## src/rtl/swsc_pkg.sv

```systemverilog
// ----------------------------------------------------------------------------
// swsc_pkg
// Shared constants and types for the go-back-N sender window control.
// ----------------------------------------------------------------------------
package swsc_pkg;

   // window size in packets
   localparam int unsigned WINDOW       = 5;
   // consecutive failures that abort a transfer
   localparam int unsigned MAX_FAILURES = 3;

   localparam int unsigned ID_W   = 16;
   localparam int unsigned ACK_W  = 18;
   localparam int unsigned CMD_W  = 2;
   localparam int unsigned STAT_W = 3;

   // commands
   localparam logic [CMD_W-1:0] CMD_START   = 2'd0;
   localparam logic [CMD_W-1:0] CMD_ACK     = 2'd1;
   localparam logic [CMD_W-1:0] CMD_TIMEOUT = 2'd2;

   // acknowledgement meaning "transfer finished"
   localparam logic signed [ACK_W-1:0] ACK_DONE = -18'sd1;

   // result status codes
   localparam logic [STAT_W-1:0] ST_SEND  = 3'd0;
   localparam logic [STAT_W-1:0] ST_WAIT  = 3'd1;
   localparam logic [STAT_W-1:0] ST_DONE  = 3'd2;
   localparam logic [STAT_W-1:0] ST_ABORT = 3'd3;
   localparam logic [STAT_W-1:0] ST_IDLE  = 3'd4;

   typedef struct packed {
      logic [STAT_W-1:0] status;
      logic [ID_W-1:0]   packet_id;
      logic              last;
   } rsp_item_type;

endpackage

```

## src/rtl/sliding_window_sender_control.sv

```systemverilog
// ----------------------------------------------------------------------------
// sliding_window_sender_control
// Sender-side window control of a go-back-N transfer of packets 1..total.
// ----------------------------------------------------------------------------
//
//  channel  dir  handshake              payload
//  -------  ---  ---------------------  -----------------------------------
//  req      in   req_tvalid/req_tready  tuser: command, tdata: ack_value
//  rsp      out  rsp_tvalid/rsp_tready  tuser: status, tdata: packet_id,
//                                       tlast: last result of a request
//  csr      in   csr_we                 csr_wdata: total_packets
//
//  Sequence: IDLE takes a request and CHECK classifies it; on start and
//  accepted acks LOAD makes the refill steps (ids loaded plus one
//  terminating check, at most WINDOW + 1), then 1..WINDOW results go out.
//  Refill steps one id per cycle, emission one per cycle while the output
//  register is free; both use the one shared 16-bit incrementer.
//  Reset: synchronous, active high; clears the window, counters, running
//  flag and total_packets. No clearing pass.
//  Stalls: req_tready is high only while the sequencer is idle; a held
//  result in the output register stalls emission but not acceptance.
//
module sliding_window_sender_control (
   input  logic        clock,
   input  logic        reset,
   // request transactions
   input  logic        req_tvalid,
   output logic        req_tready,
   input  logic [23:0] req_tdata,   // [17:0] ack_value (signed), rest zero
   input  logic [1:0]  req_tuser,   // [1:0] command
   // result transactions
   output logic        rsp_tvalid,
   input  logic        rsp_tready,
   output logic [15:0] rsp_tdata,   // [15:0] packet_id
   output logic [2:0]  rsp_tuser,   // [2:0] status
   output logic        rsp_tlast,   // last result of the request
   // configuration
   input  logic        csr_we,
   input  logic [15:0] csr_wdata    // total_packets
);
   import swsc_pkg::*;

   // sequencer states
   localparam logic [2:0] S_IDLE   = 3'd0; // waiting for a request
   localparam logic [2:0] S_CHECK  = 3'd1; // classify the registered request
   localparam logic [2:0] S_LOAD   = 3'd2; // refill the window, one id a cycle
   localparam logic [2:0] S_EMIT   = 3'd3; // send ids base..loaded
   localparam logic [2:0] S_SINGLE = 3'd4; // one status-only result

   logic [2:0]              state_ff, state_in;
   logic [CMD_W-1:0]        cmd_ff, cmd_in;
   logic signed [ACK_W-1:0] ack_ff, ack_in;
   logic [ID_W-1:0]         total_ff, total_in;
   logic [ID_W-1:0]         base_ff, base_in;
   logic                    empty_ff, empty_in;
   logic [ID_W-1:0]         loaded_ff, loaded_in;
   logic [1:0]              retry_ff, retry_in;
   logic                    running_ff, running_in;
   logic [ID_W-1:0]         cursor_ff, cursor_in;
   logic [STAT_W-1:0]       single_ff, single_in;

   // shared incrementer: loaded in CHECK/LOAD, cursor in EMIT
   logic [ID_W-1:0]         inc_src;
   logic [ID_W:0]           inc_sum;

   logic                    push_valid;
   rsp_item_type            push_item;
   logic                    out_free;

   // CHECK terms
   logic [ID_W:0]           max_id;
   logic signed [ACK_W-1:0] max_s, lo_s, loaded_s, base_s;
   logic                    fail;

   // LOAD terms
   logic [ID_W-1:0]         span;
   logic                    full;

   assign inc_src = (state_ff == S_EMIT) ? cursor_ff : loaded_ff;
   assign inc_sum = {1'b0, inc_src} + 17'd1;

   // highest acceptable id and lower bound
   assign max_id   = (loaded_ff >= total_ff) ? {1'b0, loaded_ff} : inc_sum;
   assign max_s    = {1'b0, max_id};
   assign lo_s     = empty_ff ? '0 : {2'b00, base_ff};
   assign loaded_s = {2'b00, loaded_ff};
   assign base_s   = {2'b00, base_ff};
   assign fail     = (cmd_ff == CMD_TIMEOUT) || (ack_ff > max_s) || (ack_ff < lo_s);

   // held = span + 1; window full once held reaches WINDOW
   assign span = loaded_ff - base_ff;
   assign full = !empty_ff && (span >= ID_W'(WINDOW - 1));

   assign req_tready = (state_ff == S_IDLE);

   always_comb begin
      state_in   = state_ff;
      cmd_in     = cmd_ff;
      ack_in     = ack_ff;
      total_in   = csr_we ? csr_wdata : total_ff;
      base_in    = base_ff;
      empty_in   = empty_ff;
      loaded_in  = loaded_ff;
      retry_in   = retry_ff;
      running_in = running_ff;
      cursor_in  = cursor_ff;
      single_in  = single_ff;
      push_valid = 1'b0;
      push_item  = '0;

      unique case (state_ff)
         S_IDLE: begin
            if (req_tvalid) begin
               cmd_in   = req_tuser;
               ack_in   = req_tdata[ACK_W-1:0];
               state_in = S_CHECK;
            end
         end
         S_CHECK: begin
            if (cmd_ff == CMD_START) begin
               base_in    = '0;
               empty_in   = 1'b1;
               loaded_in  = '0;
               retry_in   = '0;
               running_in = 1'b1;
               state_in   = S_LOAD;
            end else if (((cmd_ff != CMD_ACK) && (cmd_ff != CMD_TIMEOUT)) || !running_ff) begin
               single_in = ST_IDLE;
               state_in  = S_SINGLE;
            end else if ((cmd_ff == CMD_ACK) && (ack_ff == ACK_DONE)) begin
               running_in = 1'b0;
               retry_in   = '0;
               single_in  = ST_DONE;
               state_in   = S_SINGLE;
            end else if (fail) begin
               if (retry_ff >= 2'(MAX_FAILURES - 1)) begin
                  running_in = 1'b0;
                  retry_in   = '0;
                  single_in  = ST_ABORT;
                  state_in   = S_SINGLE;
               end else begin
                  retry_in = retry_ff + 2'd1;
                  if (empty_ff) begin
                     single_in = ST_WAIT;
                     state_in  = S_SINGLE;
                  end else begin
                     cursor_in = base_ff;
                     state_in  = S_EMIT;
                  end
               end
            end else begin
               retry_in = '0;
               if (!empty_ff) begin
                  if (ack_ff > loaded_s) begin
                     // ack beyond every loaded id: drop the window
                     empty_in = 1'b1;
                     base_in  = '0;
                  end else if (ack_ff > base_s) begin
                     base_in = ack_ff[ID_W-1:0];
                  end
               end
               state_in = S_LOAD;
            end
         end
         S_LOAD: begin
            if (full || (loaded_ff >= total_ff)) begin
               if (empty_ff) begin
                  single_in = ST_WAIT;
                  state_in  = S_SINGLE;
               end else begin
                  cursor_in = base_ff;
                  state_in  = S_EMIT;
               end
            end else begin
               loaded_in = inc_sum[ID_W-1:0];
               if (empty_ff) begin
                  base_in  = inc_sum[ID_W-1:0];
                  empty_in = 1'b0;
               end
            end
         end
         S_EMIT: begin
            push_valid          = 1'b1;
            push_item.status    = ST_SEND;
            push_item.packet_id = cursor_ff;
            push_item.last      = (cursor_ff == loaded_ff);
            if (out_free) begin
               if (cursor_ff == loaded_ff) begin
                  state_in = S_IDLE;
               end else begin
                  cursor_in = inc_sum[ID_W-1:0];
               end
            end
         end
         S_SINGLE: begin
            push_valid          = 1'b1;
            push_item.status    = single_ff;
            push_item.packet_id = '0;
            push_item.last      = 1'b1;
            if (out_free) begin
               state_in = S_IDLE;
            end
         end
         default: begin
            state_in = S_IDLE;
         end
      endcase
   end

   always_ff @(posedge clock) begin
      if (reset) begin
         state_ff   <= S_IDLE;
         total_ff   <= '0;
         base_ff    <= '0;
         empty_ff   <= 1'b1;
         loaded_ff  <= '0;
         retry_ff   <= '0;
         running_ff <= 1'b0;
      end else begin
         state_ff   <= state_in;
         total_ff   <= total_in;
         base_ff    <= base_in;
         empty_ff   <= empty_in;
         loaded_ff  <= loaded_in;
         retry_ff   <= retry_in;
         running_ff <= running_in;
      end
      cmd_ff    <= cmd_in;
      ack_ff    <= ack_in;
      cursor_ff <= cursor_in;
      single_ff <= single_in;
   end

   swsc_out_reg u_out_reg (
      .clock      (clock),
      .reset      (reset),
      .push_valid (push_valid),
      .push_item  (push_item),
      .free       (out_free),
      .rsp_tvalid (rsp_tvalid),
      .rsp_tready (rsp_tready),
      .rsp_tdata  (rsp_tdata),
      .rsp_tuser  (rsp_tuser),
      .rsp_tlast  (rsp_tlast)
   );

endmodule

```

## src/rtl/swsc_out_reg.sv

```systemverilog
// ----------------------------------------------------------------------------
// swsc_out_reg
// Result output register: holds one transaction until the sink takes it.
// ----------------------------------------------------------------------------
module swsc_out_reg (
   input  logic                  clock,
   input  logic                  reset,
   input  logic                  push_valid,
   input  swsc_pkg::rsp_item_type push_item,
   output logic                  free,
   output logic                  rsp_tvalid,
   input  logic                  rsp_tready,
   output logic [15:0]           rsp_tdata,   // packet_id
   output logic [2:0]            rsp_tuser,   // status
   output logic                  rsp_tlast    // last
);
   import swsc_pkg::*;

   logic         valid_ff;
   logic         valid_in;
   rsp_item_type item_ff;
   rsp_item_type item_in;

   assign free = !valid_ff || rsp_tready;

   always_comb begin
      valid_in = valid_ff;
      item_in  = item_ff;
      if (free) begin
         valid_in = push_valid;
         if (push_valid) begin
            item_in = push_item;
         end
      end
   end

   always_ff @(posedge clock) begin
      if (reset) begin
         valid_ff <= 1'b0;
      end else begin
         valid_ff <= valid_in;
      end
      item_ff <= item_in;
   end

   assign rsp_tvalid = valid_ff;
   assign rsp_tdata  = item_ff.packet_id;
   assign rsp_tuser  = item_ff.status;
   assign rsp_tlast  = item_ff.last;

endmodule

```

## config.mk

```make
export PLATFORM = sky130hd
export DESIGN_NAME = sliding_window_sender_control
export DESIGN_NICKNAME = d
export VERILOG_FILES = /design/src/rtl/swsc_pkg.sv /design/src/rtl/sliding_window_sender_control.sv /design/src/rtl/swsc_out_reg.sv
export SDC_FILE = /design/constraint.sdc
export NUM_CORES = 1
export LEC_CHECK = 0
export BUFFER_PORTS_ARGS = -buffer_cell sky130_fd_sc_hd__buf_2
export CAP_MARGIN = 20
export CORE_AREA = 2 2 158 160
export DETAILED_ROUTE_END_ITERATION = 8
export DIE_AREA = 0 0 160 162
export SETUP_SLACK_MARGIN = 0.02
export SKIP_LAST_GASP = 1
export SLEW_MARGIN = 20
export SYNTH_ARGS = -nofsm -noshare
export SYNTH_HDL_FRONTEND = slang
export SYNTH_SLANG_ARGS = --single-unit
```

## constraint.sdc

```tcl
create_clock -name clock -period 19.3 [get_ports clock]
set_clock_uncertainty 0.15 [all_clocks]
set_input_delay 3.86 -clock clock [delete_from_list [all_inputs] [get_ports clock]]
set_output_delay 3.86 -clock clock [all_outputs]
set_load 0.01 [all_outputs]
```

==> metrics.md, run 1 <==
| Metric | Value |
|---|---|
| Status | `completed` |
| Syn Area/Cell | `9.028 um^2` |
| Crit-path max FO | `38` |
| GP Congestion | `0.9406` |
| DRC | `0` |
| Hold Fails Final Rpt | `0` |
| Total global routing overflow | `0` |
| Number of fill cells | `between 2,000 and 2,500` |
| Pin count of the biggest net entering global routing | `60` |
| N_diodes | `0` |
| Initial Utilization | `a little over a third` |
| First-pass GRT wire length | `38,880 um` |
| Via count | `7,173` |
| DP Wirelength | `around 18,000 um` |
| #FFs+latches synth | `115` |
| I/O Pins | `69` |
| Vias per inst | `5.459` |
| Final worst-path cycle share | `31.16%` |
| GRT Resource Usage Total | `19.35%` |
| WL final | `between 20,000 and 25,000 um` |
| # clock sinks | `around 120` |
| Row Count | `57` |
| Min cycle time layout | `around 6000 ps` |
| Postcts setup bufs | `0` |
| Die Wd | `approximately 160 um` |
| Post-layout util | `39.63%` |
| Post-DRT Antenna Nets | `0` |
| WP data required | `slightly below 20,000 ps` |
| Async SR Flop Fraction | `0%` |
| # hold bufs at CTS | `0` |
| Htree depth | `4` |
| HP Class | `reg -> reg` |
| Pre-antenna DRT Iters | `5` |
| Cts repair resizes | `0` |
| Core area | `24,110 um^2` |
| DIE AREA | `25,920 um^2` |
| Initial DRC count | `635` |
| Most frequent cells in the layout | `99 x ha_1, 90 x nor2_1, 82 x a21oi_1` |
| Vias in the first global route | `6,849` |
| Crit path launch | `state_ff[2]` |
| I/O Buffers | `62` |
| Worst r2r path cells | `20` |
| Clock Tree Root | `clkbuf_16` |
| Fin. max-slew vios | `0` |
| Cts bufs inserted | `17` |
| Worst EP arrival | `6120 ps` |
| # nets final | `1,124` |
| Clk buf depth | `2` |
| P_leak | `3.722 nW` |
| Syn Inst Count | `927` |
| Area Overhead vs Synth | `14.16%` |
| Fmax achieved | `166.3 MHz` |
| Synth Net Count | `1,074` |
| CTS tree | `done` |
| Slew HR | `about 17%` |
| Mapped Area | `8369 um^2` |
| Pwr Density | `84.04 nW/um^2` |
| Final setup vio count | `0` |
| Initial antenna violation count | `0` |
| Post-synth EDFFs | `59` |
| Commonest non-fill, non-tap cell in the layout | `ha_1` |
| Ys flop type | `edfxtp_1` |
| DR WL/cell | `about 19 um` |
| Worst-skew pair later-pin latency | `420 ps` |
| Flop2flop setup slack | `roughly 13,000 ps` |
| Register area share after synthesis | `34.56%` |
| Layout cells sized above 1 | `13.54%` |
| Setup_tns | `0 ps` |
| Die H | `approximately 160 um` |
| Crit Path Class | `reg -> reg` |
| Max Cap Viol | `0` |
| Synth warn | `0` |
| RSZ-0062 raised after global routing | `no` |
| Crit path capture | `base_ff[3]` |
| R2R Path Start | `state_ff[2]` |
| CP startpoint kind | `flip-flop` |
| CP Capture Type | `flip-flop` |
| Synth unique cells | `76` |
| Worst-Margin Slew | `roughly 1200 ps` |
| Clock transition at path regs | `roughly 60 ps` |
| R2r endpoint | `base_ff[3]` |
| Peak VDD IR | `approximately 0.047 mV` |
-- worst max-delay path, cell delays in order (launching register included) --
cell and delay [ps]:
dfxtp_1 640, nand3b_1 170, buf_4 370, a21oi_1 220
nor3_1 580, nand3_1 390, nor4b_1 320, o21ai_0 180
o41ai_1 120, a22oi_1 180, ha_1 330, a21o_1 190
a21oi_1 160, o22ai_1 100, nor2_1 130, o2111ai_1 330
o21a_1 340, a221oi_2 200, buf_4 270, and2_4 340
a211oi_1 130
-- layout make-up --
cell class / instances / area (um^2) / share of cell area (%)
clock inverters: 14 / 162.7 / 1.702
multi-input cells: 707 / 5042 / 52.78
clock buffers: 18 / 429.2 / 4.492
flip-flops and latches: 115 / 2893 / 30.28
repair buffers: 71 / 377.9 / 3.955
well taps: 324 / 405.4 / 4.243
inverters: 65 / 244.0 / 2.554
-- state kept, by name (all words and copies together), names as in the netlist --
| register | cells |
|---|---|
| cursor_ff | 16 |
| running_ff | 1 |
| state_ff | 3 |
| empty_ff | 1 |
| ack_ff | 18 |
| u_out_reg.rsp_tuser | 3 |
| u_out_reg.rsp_tvalid | 1 |
| u_out_reg.rsp_tlast | 1 |
| retry_ff | 2 |
| base_ff | 16 |
| u_out_reg.rsp_tdata | 16 |
| loaded_ff | 16 |
| single_ff | 3 |
| cmd_ff | 2 |
| total_ff | 16 |
-- Yosys cell counts (22+ instances only) --
master | number | area, um^2
ha_1 | 99 | 1239
inv_1 | 64 | 240.2
nor2_1 | 90 | 337.8
xor2_1 | 22 | 192.7
o21ai_0 | 43 | 215.2
mux2i_1 | 30 | 300.3
dfxtp_1 | 56 | 1121
edfxtp_1 | 59 | 1772
clkbuf_1 | 24 | 90.09
a21oi_1 | 82 | 410.4
nand2_1 | 63 | 236.5
nand3_1 | 26 | 130.1
-- metal layers --
layer / share of wire (%) / track usage [%]
met1: 48 / 28.18
met2: 43 / 29.34
met3: 6.4 / 2.426
met4: 2.6 / 7.166
met5: 0 / 0
-- report_power, final --
group          internal (mW)  switching, mW
sequential             0.277         0.0237
clock                  0.202          0.122
combinational         0.0720          0.107
-- logic make-up (layout without fill, tap and decap cells) --
logic type,Yosys count,in the layout,share of synthesized area (%)
compound gates,242,242,19.44
xor+xnor,39,39,4.081
fa+ha+maj,100,100,15.04
buf+inv,105,168,5.337
flops,115,115,34.56
mux,39,39,4.799
simple gates,287,287,16.74
-- through the flow --
step | area (um^2) | cells | power, mW | hold WS, ps | setup WS (ps)
after CTS | 9554 | 1314 | 0.8070 | 347.0 | 13320
after detailed placement | 8962 | 1282 | 0.4819 | 332.0 | 13370
after floorplan | 8369 | 927 | 0.4300 | 310.4 | 11870
after global placement | 8962 | 1282 | 0.4792 | 326.5 | 13360
after global routing | 9554 | 1314 | 0.8447 | 373.9 | 12880
final | 9554 | 1314 | 0.8030 | 345.0 | 13290
-- how the worst min path moves through the flow --
stage                  from           end  slack, ps  cells past startpoint
6_report       total_ff[14]  total_ff[14]        350                      2
5_1_grt        total_ff[11]  total_ff[11]        370                      2
4_1_cts         total_ff[3]   total_ff[3]        350                      2
3_5_place_dp    total_ff[3]   total_ff[3]        330                      2
3_3_place_gp    total_ff[4]   total_ff[4]        330                      2
2_1_floorplan  total_ff[10]  total_ff[10]        310                      2
(Power assumes the default switching activity.)
==> run 2, diff against run 1 <==
==> constraint.sdc (replaced) <==
create_clock -name clock -period 5.2 [get_ports clock]
set_clock_uncertainty 0.15 [all_clocks]
set_input_delay 1.04 -clock clock [delete_from_list [all_inputs] [get_ports clock]]
set_output_delay 1.04 -clock clock [all_outputs]
set_load 0.01 [all_outputs]
==> run 2 against run 1 <==
Against the previous run: first-iteration DRC count up 9.0%; register-to-register slack got worse by 13000 ps; routed wire length rose by 1.3%; global-route usage is 0.24 points higher; die area unchanged; non-clock buffer count is 33 higher; maximum frequency increased by 24%; clock power increased to 3.6 times the previous value; critical path depth is 4 lower; clock-buffer cell count up 8; combinational power rose to 3.8 times the previous value; sequential share of layout area down 1.1 points.
==> metrics.md, run 2 (synthesis results as in run 1) <==
| Metric | Value |
|---|---|
| Clock transition at path regs | `50 ps (about the same)` |
| Placed cell count | `1,313 (+2.4%)` |
| Post-layout util | `41.09% (+1.5 points)` |
| Number of fill cells | `2,467 (-1.2%)` |
| R2R Path Start | `state_ff[1]` |
| Status | `completed` |
| Area of the multi-input gates | `5096 um^2 (+1.1%)` |
| Vias per inst | `5.426 (-0.60%)` |
| Crit path largest cell delay | `460 ps (-180 ps)` |
| Cts bufs inserted | `17 (unchanged)` |
| Worst EP arrival | `4820 ps (-1300 ps)` |
| DIE AREA | `25,920 um^2 (unchanged)` |
| Area Overhead vs Synth | `18.36%` |
| Clk buf depth | `2 (unchanged)` |
| Vias in the first global route | `7,008 (+2.3%)` |
| I/O Buffers | `62 (unchanged)` |
| N_diodes | `0 (unchanged)` |
| Commonest non-fill, non-tap cell in the layout | `ha_1` |
| HP Class | `reg -> reg` |
| Worst path cell trace | `and3b_1 -> buf_12 -> nand4_1 -> o41ai_2 -> o21ai_0 -> nor4_1 -> xor2_1 -> mux2_2 -> ha_1 -> nand4_1 -> o22ai_1 -> nor2_1 -> o2111ai_2 -> nand2_1 -> a2111oi_4 -> buf_12` |
| # hold bufs at CTS | `0 (unchanged)` |
| Crit-path slowest cell | `dfxtp_1` |
| DP Wirelength | `19,300 um (+4.8%)` |
| CTS tree | `done` |
| Pre-antenna DRT Iters | `5 (unchanged)` |
| Crit-path max FO | `30 (-21%)` |
| Final setup vio count | `0 (unchanged)` |
| First-pass GRT wire length | `39,210 um (+0.83%)` |
| Hold Fails Final Rpt | `0 (unchanged)` |
| Setup_tns | `0 ps (unchanged)` |
| CP Capture Type | `flip-flop` |
| Pwr Density | `300.8 nW/um^2 (+260%)` |
| Initial antenna violation count | `0 (unchanged)` |
| Crit path launch | `state_ff[1]` |
| Cell Area, Placed | `9245 um^2 (+3.2%)` |
| Row Count | `57 (unchanged)` |
| # clock sinks | `115 (unchanged)` |
| WP data required | `5190 ps (-14,220 ps)` |
| Register area | `2893 um^2 (unchanged)` |
| Total Power | `2.980 mW (+270%)` |
| Max Cap Viol | `0 (unchanged)` |
| RSZ-0062 raised after global routing | `no` |
| GP Congestion | `0.9116 (-3.1%)` |
| Fin. max-slew vios | `0 (unchanged)` |
| Top reg by flops | `ack_ff` |
| Slew HR | `31.21% (+14 points)` |
| Most frequent cells in the layout | `99 x ha_1, 90 x nor2_1, 80 x a21oi_1` |
| PnR worst setup slack | `361.0 ps (-12,920 ps)` |
| Final worst-path cycle share | `93.06% (+62 points)` |
| Worst-Margin Slew | `1032 ps (-178.5 ps)` |
| Total global routing overflow | `0 (unchanged)` |
| Worst Hold Margin | `338.8 ps (-6.198 ps)` |
| Htree depth | `4 (unchanged)` |
| Peak VDD IR | `0.2012 mV (+320%)` |
| Die Wd | `160 um (unchanged)` |
| Pin count of the biggest net entering global routing | `36 (-40%)` |
| Final Non-Filler Cells | `1,347 (+2.5%)` |
| Crit Path Class | `reg -> reg` |
| Core area | `24,110 um^2 (unchanged)` |
| CP startpoint kind | `flip-flop` |
| Via count | `7,309 (+1.9%)` |
| Fmax achieved | `206.7 MHz (+24%)` |
| Layout cells sized above 1 | `17.30% (+3.8 points)` |
| WL final | `24,830 um (+1.3%)` |
| P_leak | `3.933 nW (+5.7%)` |
| Initial Utilization | `34.72% (unchanged)` |
| DRC | `0 (unchanged)` |
| Post-route design area | `9906 um^2 (+3.7%)` |
| Initial DRC count | `692 (+9.0%)` |
| Largest register FFs | `18 (unchanged)` |
| GRT Resource Usage Total | `19.59% (+0.24 points)` |
| Die H | `162 um (unchanged)` |
| Min cycle time layout | `4839 ps (-1175 ps)` |
| Worst-skew pair later-pin latency | `430 ps (about the same)` |
| Clock Tree Root | `clkbuf_16` |
| I/O Pins | `69 (unchanged)` |
| DR WL/cell | `18.43 um (-1.1%)` |
| Post-DRT Antenna Nets | `0 (unchanged)` |
| # nets final | `1,157 (+2.9%)` |
| Hold path startpoint | `running_ff` |
| Post-placement worst setup slack | `198.3 ps (-13,170 ps)` |
run 2: cell types whose count changed in the layout (fill, tap and decap cells not counted), moves of 3 or more:
cell / delta
clkbuf_16: +4
clkinv_2: +4
clkinv_1: -4
buf_12: +3
bufinv_16: -3
buf_4: +29
run 2: worst paths after layout:
| check | endpoint | slack, ps | cells past startpoint |
|---|---|---|---|
| hold / removal | running_ff | 340 | 2 |
| hold reg to reg | running_ff | 340 | 2 |
| setup reg to reg | cursor_ff[7] | 360 | 16 |
| setup / recovery | cursor_ff[7] | 360 | 16 |
run 2: power breakdown:
group	switching, mW	internal (mW)
combinational	0.409	0.276
sequential	0.0843	1.03
clock	0.438	0.746
run 2: what timing repair did:
| action | in CTS | in global routing |
|---|---|---|
| gates resized for setup | 0 | 10 |
| setup buffers | 0 | 2 |
| endpoints found under the setup margin | 0 | 35 |
run 2: per-layer routing:
metal	share of wire, %	GRT usage (%)
met1	50	28.36
met4	1.8	5.692
met3	5.1	3.115
met2	43	30.15
met5	0	0
run 2: critical path: cells and delay by family (launching register included):
kind,cells,cell delay [ps]
compound gates,5,1350
xor+xnor,1,210
fa+ha+maj,1,290
buf+inv,2,410
flops,1,460
mux,1,320
simple gates,6,1340
run 2: area by class of cell:
cell class / instances / area share [%]
inverter: 65 / 2.463
timing repair buffer: 104 / 6.732
clock inverter: 6 / 0.3663
clock buffer: 26 / 5.697
multi-input combinational: 707 / 51.45
sequential: 115 / 29.20
tap: 324 / 4.092
